## src/rtl/core/greedy_box_suppression_top_defines.svh

```systemverilog
// ----------------------------------------------------------------------------
// Greedy box suppression: assertion macros
// Concurrent check helpers shared by the suppression core. Each macro
// samples on aclk and is disabled while aresetn is low.
// ----------------------------------------------------------------------------
`ifndef GREEDY_BOX_SUPPRESSION_TOP_DEFINES_SVH
`define GREEDY_BOX_SUPPRESSION_TOP_DEFINES_SVH

// condition holds at every edge out of reset
`define GBS_ASSERT_ALWAYS(label, cond) \
    label: assert property (@(posedge aclk) disable iff (!aresetn) (cond)) \
        else $error("gbs: invariant violated");

// antecedent implies consequent in the same cycle
`define GBS_ASSERT_IMPLY(label, ante, cons) \
    label: assert property (@(posedge aclk) disable iff (!aresetn) (ante) |-> (cons)) \
        else $error("gbs: implication violated");

`endif

```

## src/rtl/core/gbs_pkg.sv

```systemverilog
// ----------------------------------------------------------------------------
// Greedy box suppression package
// Shared types and fixed constants of the suppression core.
// ----------------------------------------------------------------------------
package gbs_pkg;

    localparam int unsigned THR_W   = 16;
    localparam int unsigned INDEX_W = 16;

    localparam logic [THR_W-1:0]   THR_RESET = 16'd29491;  // ~0.45 in Q0.16
    localparam logic [INDEX_W-1:0] INDEX_MAX = 16'hFFFF;

    typedef enum logic [1:0] {
        GBS_IDLE,
        GBS_AREA,
        GBS_SCAN,
        GBS_DONE
    } gbs_state_t;

    // one compare result from the overlap pipe
    typedef struct packed {
        logic valid;
        logic over;
    } gbs_hit_t;

endpackage

```

## src/rtl/core/gbs_iou_pipe.sv

```systemverilog
// ----------------------------------------------------------------------------
// Overlap test pipeline
// Five-stage compare of the current box against one kept entry per cycle:
// overlap extents, intersection, union, threshold product, final compare.
// ----------------------------------------------------------------------------
module gbs_iou_pipe #(
    parameter int unsigned COORD_BITS = 16
) (
    input  logic                                   aclk,
    input  logic                                   aresetn,
    input  logic                                   in_valid,
    input  logic        [gbs_pkg::THR_W-1:0]       thr,
    input  logic signed [COORD_BITS-1:0]           cur_left,
    input  logic signed [COORD_BITS-1:0]           cur_top,
    input  logic signed [COORD_BITS:0]             cur_right,
    input  logic signed [COORD_BITS:0]             cur_bottom,
    input  logic        [2*COORD_BITS-3:0]         cur_area,
    input  logic signed [COORD_BITS-1:0]           k_left,
    input  logic signed [COORD_BITS-1:0]           k_top,
    input  logic signed [COORD_BITS:0]             k_right,
    input  logic signed [COORD_BITS:0]             k_bottom,
    input  logic        [2*COORD_BITS-3:0]         k_area,
    output gbs_pkg::gbs_hit_t                      hit
);

    localparam int unsigned C  = COORD_BITS;
    localparam int unsigned DW = C - 1;               // overlap extent
    localparam int unsigned AW = 2 * C - 2;           // area
    localparam int unsigned UW = AW + 1;              // union
    localparam int unsigned UH = (UW + 1) / 2;        // low half of union
    localparam int unsigned HW = UW - UH;             // high half of union
    localparam int unsigned TW = gbs_pkg::THR_W;
    localparam int unsigned CW = AW + TW + 1;         // compare width

    // stage valids
    logic [4:0] vld_reg;

    // stage 1: overlap extents
    logic signed [C-1:0] x0, y0;
    logic signed [C:0]   x1, y1;
    logic signed [C+1:0] dx, dy;
    logic [DW-1:0]       ow_next, oh_next;
    logic [DW-1:0]       ow_reg, oh_reg;
    logic [AW-1:0]       karea1_reg;

    // stage 2: intersection
    logic [AW-1:0]       inter_next;
    logic [AW-1:0]       inter2_reg, karea2_reg;

    // stage 3: union
    logic [UW-1:0]       uni_next;
    logic [UW-1:0]       uni_reg;
    logic [AW-1:0]       inter3_reg;

    // stage 4: threshold * union, split in halves
    logic [TW+UH-1:0]    plo_next, plo_reg;
    logic [TW+HW-1:0]    phi_next, phi_reg;
    logic [AW-1:0]       inter4_reg;

    // stage 5: compare
    logic [CW-1:0]       lhs, rhs;
    logic                over_next, over_reg;

    assign x0 = (cur_left > k_left) ? cur_left : k_left;
    assign y0 = (cur_top > k_top) ? cur_top : k_top;
    assign x1 = (cur_right < k_right) ? cur_right : k_right;
    assign y1 = (cur_bottom < k_bottom) ? cur_bottom : k_bottom;
    assign dx = $signed({x1[C], x1}) - $signed({{2{x0[C-1]}}, x0});
    assign dy = $signed({y1[C], y1}) - $signed({{2{y0[C-1]}}, y0});
    // empty overlap clamps to zero
    assign ow_next = (!dx[C+1] && (dx != '0)) ? dx[DW-1:0] : '0;
    assign oh_next = (!dy[C+1] && (dy != '0)) ? dy[DW-1:0] : '0;

    assign inter_next = AW'(ow_reg) * AW'(oh_reg);

    assign uni_next = UW'(cur_area) + UW'(karea2_reg) - UW'(inter2_reg);

    assign plo_next = (TW+UH)'(thr) * (TW+UH)'(uni_reg[UH-1:0]);
    assign phi_next = (TW+HW)'(thr) * (TW+HW)'(uni_reg[UW-1:UH]);

    assign lhs       = CW'({inter4_reg, {TW{1'b0}}});
    assign rhs       = CW'(plo_reg) + (CW'(phi_reg) << UH);
    assign over_next = lhs > rhs;

    always_ff @(posedge aclk) begin
        if (!aresetn) begin
            vld_reg <= '0;
        end else begin
            vld_reg <= {vld_reg[3:0], in_valid};
        end
    end

    always_ff @(posedge aclk) begin
        ow_reg     <= ow_next;
        oh_reg     <= oh_next;
        karea1_reg <= k_area;
        inter2_reg <= inter_next;
        karea2_reg <= karea1_reg;
        uni_reg    <= uni_next;
        inter3_reg <= inter2_reg;
        plo_reg    <= plo_next;
        phi_reg    <= phi_next;
        inter4_reg <= inter3_reg;
        over_reg   <= over_next;
    end

    assign hit.valid = vld_reg[4];
    assign hit.over  = over_reg;

endmodule

```

## config.mk

```make
export PLATFORM = sky130hd
export DESIGN_NAME = gbs_iou_pipe
export DESIGN_NICKNAME = d
export VERILOG_FILES = /design/src/rtl/core/greedy_box_suppression_top_defines.svh /design/src/rtl/core/gbs_pkg.sv /design/src/rtl/core/gbs_iou_pipe.sv
export SDC_FILE = /design/constraint.sdc
export NUM_CORES = 2
export LEC_CHECK = 0
export BUFFER_PORTS_ARGS = -buffer_cell sky130_fd_sc_hd__buf_2
export CAP_MARGIN = 10
export CELL_PAD_IN_SITES_DETAIL_PLACEMENT = 2
export CELL_PAD_IN_SITES_GLOBAL_PLACEMENT = 2
export CORE_UTILIZATION = 44
export CTS_CLUSTER_DIAMETER = 100
export DETAILED_ROUTE_END_ITERATION = 10
export GPL_TIMING_DRIVEN = 1
export MAX_ROUTING_LAYER = met4
export PLACE_DENSITY_LB_ADDON = 0.1
export SLEW_MARGIN = 20
export SYNTH_ARGS = -nofsm -noshare
export SYNTH_HDL_FRONTEND = slang
export SYNTH_SLANG_ARGS = --single-unit
```

## constraint.sdc

```tcl
create_clock -name aclk -period 10.1 [get_ports aclk]
set_input_delay 0.505 -clock aclk [delete_from_list [all_inputs] [get_ports aclk]]
set_output_delay 0.505 -clock aclk [all_outputs]
set_load 0.1 [all_outputs]
```

# After elaboration in Yosys (flattened, before gate mapping)
# Index checks and enable logic that the tools add are counted.
# W data, S select, Z words.
# classes
add_sub_neg	5
mul	3
magnitude_cmp	5
n_mux	4
reduce_logical	6
# op_table
operator	n
$add A32 B47 Y47	1
$gt A46 B47 Y1	1
$reduce_bool A18 Y1	2
$sub A17 B16 Y18	2
$lt A17 B17 Y1	2
$mux W17	2
$gt A16 B16 Y1	2
$mul A16 B16 Y32	1
$mux W16	2
$add A30 B30 Y31	1
$mul A16 B15 Y31	1
$sub A31 B30 Y31	1
$mul A15 B15 Y30	1
$logic_and A1 B1 Y1	2
$logic_not A1 Y1	2
# totals
ff_bits	280

# Logic depth before layout (Yosys ltp)
# logic_depth
depth_word	5
depth_mapped	25
depth_no_buf	23

# Least setup slack after synthesis
# OpenSTA, ideal clock, no wires.
# synth_path
kind	input port to flip-flop
start	input port thr[7] (netlist bit)
end	register phi_reg[28]
setup_time_ns	0.130
arrival_time_ns	5.845
required_time_ns	9.970
slack_ns	4.125
cell_stages	24
path_cell_list	clkbuf_1 nand2_1 fa_1 inv_1 fa_1 inv_1 fa_1 inv_1 fa_1 fa_1 inv_1 fa_1 inv_1 ha_1 buf_2 a21o_1 a21o_1 a21oi_1 o21ai_0 a41oi_1 a211o_1 a21boi_0 mux2i_1 o211ai_1
# synth_between
elab_chain_len	1
# synth_lines
element	line_no	source
from (decl)	gbs_iou_pipe.sv:12	input logic [gbs_pkg::THR_W-1:0] thr,
$mul A16 B15 Y31	gbs_iou_pipe.sv:79	assign phi_next = (TW+HW)'(thr) * (TW+HW)'(uni_reg[UW-1:UH]);
via phi_next[28]	gbs_iou_pipe.sv:57	logic [TW+HW-1:0] phi_next, phi_reg;
to (signal assigned)	gbs_iou_pipe.sv:102	phi_reg <= phi_next;
to (decl)	gbs_iou_pipe.sv:57	
# The timed path passes the listed nets, and every way through them passes these cells.
# A chain may end at the register's enable or synchronous reset.

# Worst setup path in the final report
# layout_path
start	register uni_reg[16]
end	register phi_reg[28]
# layout_between
elab_chain_len	1
# layout_lines
element	line_no	source
from (decl)	gbs_iou_pipe.sv:52	logic [UW-1:0] uni_reg;
from (signal assigned)	gbs_iou_pipe.sv:99	uni_reg <= uni_next;
$mul A16 B15 Y31	gbs_iou_pipe.sv:79	
via phi_next[28]	gbs_iou_pipe.sv:57	
# The timed path passes the listed nets, and every way through them passes these cells.

==> reports/metrics.yaml <==
outcome: "completed"
synthCells: 4193
grt_max_degree: 35
yosysSeqAreaShare: 0.148
grt_antenna_before_repair: 5
h-tree-depth: 2
critical_path_depth: 19
grt_pass1_wl_mm: 195
path_common_cell: "fa_1"
rsz0062_at_grt: "no"
worstSetupPathType: "register to register"
seqCellArea_um2: 5610
place_area_um2: 39900
avgSynthCellArea_um2: 9.03
gr-total-overflow: 0
clk_path_buf_depth: 3
cts_resized: 0
worstPathMaxFanout: 16
dr.pass1.iters: 5
pin_count: 213
layout-drive-gt1-share: 0.0801
wirelength_mm: 122
cts_tree: "built"
vias: 29280
fin_area_um2: 41100
skew_ps: 31.9
end_kind: "register"
post_cts_buffers: 0
grt_pass1_vias: 34781
path_delay_family: "adder cells"
rows: 107
rr_worst_depth: 19
gp_congestion: 0.838
required_ps: 10540
ant_nets: 0
tightest_slew_ps: 1120
worst_hold_slack_ps: 28.7
dpl.hpwl_mm: 97.0
multi_input_area_um2: 28500
drc: 0
synth_top_area_share: 0.304
die_x_um: 295
finalSetupTns_ps: 0
fin_crit_ps: 6750
slew_violations: 0
track_usage: 0.298
cts.reportedPaths.clkPinSlew_ps: 60
fp.dieH_um: 295
synthTopCellsByArea: "fa_1 30%, ha_1 15%, dfxtp_1 15%"
die_area_um2: 87200
slowest_delay_ps: 810
fin_crit_sh: 0.668
hold-path-cell-count: 1
fmax_mhz: 148
largest_reg_flops: 32
yosysUniqueCellTypes: 84
clk_latency_ps: 580
initial_core_util: 0.445
cts_hold_buffers: 0
synth_edf_count: 0
fillCellCount: 9357
worst_ep_arrival_time_ps: 7190
r2r_slack_ps: 3350
relSlewSlack: 0.247
ys_seq_elements: 280
setup_viol: 0
first_iter_violations: 996
syn_nets: 5446
nNetsFinal: 5570
syn_area_um2: 37900
coreArea_um2: 85100
crit_chain: "nand2_1 > fa_1 > fa_1 > inv_1 > fa_1 > fa_1 > fa_1 > inv_1 > fa_1 > inv_1 > ha_1 > o21a_1 > o21ai_0 > a211oi_1 > nand4_1 > a211o_1 > a21boi_0 > mux2i_1 > o211ai_1"
hold_path.class: "input pin to register"
numCtsBuffers: 36
max_cap_viol_count: 0
ys_async_sr_fraction: 0
routedWlPerCell_um: 22.1
worst_path_max_delay_cell: "dfxtp_1"
synth-warning-count: 0
worstPathBufferInverterCount: 3
vias_per_cell: 5.33
area_growth_pct: 8.69
portBuffers: 212
cp-start-kind: "register"
yosys.area.top_type: "fa_1"
ys.flop_type: "dfxtp_1"
clock_sinks: 280
hold_viol: 0
clockRootBuffer: "clkbuf_16"
-- cell usage in the layout (no fill, tap or decap), types with 6 or more instances in the layout --
master	instances
a211oi_1	16
a21boi_0	6
a21o_1	68
a21oi_1	131
a21oi_2	6
a31oi_1	27
and2_1	388
and3_1	15
buf_2	212
buf_4	15
clkbuf_16	36
dfxtp_1	280
fa_1	574
ha_1	468
inv_1	857
mux2_2	21
mux2i_1	35
nand2_1	469
nand2b_1	32
nand3_1	41
nand4_1	36
nor2_1	86
nor2b_1	29
nor3_1	26
o2111ai_1	6
o211ai_1	24
o21a_1	27
o21ai_0	64
o21ai_1	13
o21bai_1	16
o22ai_1	6
o2bb2ai_1	6
o31ai_1	23
or2_2	7
or3_1	8
xnor2_1	96
xor2_1	59
-- final cells by class --
type                            instances  area share
Clock inverter                         21     0.00623
Sequential cell                       280       0.136
Timing Repair Buffer                  227      0.0285
Clock buffer                           44      0.0238
Antenna cell                            4    0.000243
Inverter                              857      0.0782
Tap cell                             1144      0.0348
Multi-Input combinational cell       2915       0.692
-- logic make-up (layout without fill, tap and decap cells) --
kind of cell,after synthesis,after routing,share of synthesized area
simple gates,1169,1169,0.156
fa+ha+maj,1042,1042,0.458
buf+inv,998,1149,0.100
compound gates,493,493,0.0865
flops,280,280,0.148
xor+xnor,155,155,0.0359
mux,56,56,0.0155
other cells,0,4,0
-- through the flow --
step                      cells  setup WS [ps]  utilization
after global routing       5492           3060        0.483
after CTS                  5488           3340        0.483
after floorplan            4193           4130            -
final                      5492           3350        0.483
after detailed placement   5423           3090        0.469
after global placement     5423           3360        0.469
-- synthesized netlist by cell type, types with 7 or more instances --
cell type  instances
nand3_1           41
and3_1            16
dfxtp_1          280
o21ai_0           64
a21o_1            68
ha_1             468
inv_1            857
fa_1             574
a21oi_1          131
nor2_1            86
mux2_2            21
o21a_1            27
o211ai_1          24
xnor2_1           96
o31ai_1           23
clkbuf_1         127
and2_1           388
o21bai_1          16
nand4_1           36
buf_2              7
nor2b_1           29
nand2b_1          32
a31oi_1           27
or3_1              8
a211oi_1          16
mux2i_1           35
or2_2              7
nand2_1          469
o21ai_1           14
xor2_1            59
nor3_1            26
-- per-layer routing --
layer	wire length (µm)	vias to the layer above	track usage
li1	-	13335	-
met1	50000	15304	0.346
met2	65400	461	0.550
met3	3100	180	0.0217
met4	3100	0	0.0810
met5	0	-	-
-- final timing paths --
check	from	to
max	uni_reg[16]	phi_reg[28]
min	k_area[29]	karea1_reg[29]
max reg2reg	uni_reg[16]	phi_reg[28]
min reg2reg	inter3_reg[12]	inter4_reg[12]
Power is not shown: default switching activity piles up to over one toggle a cycle in this logic, so the estimate is an artifact.
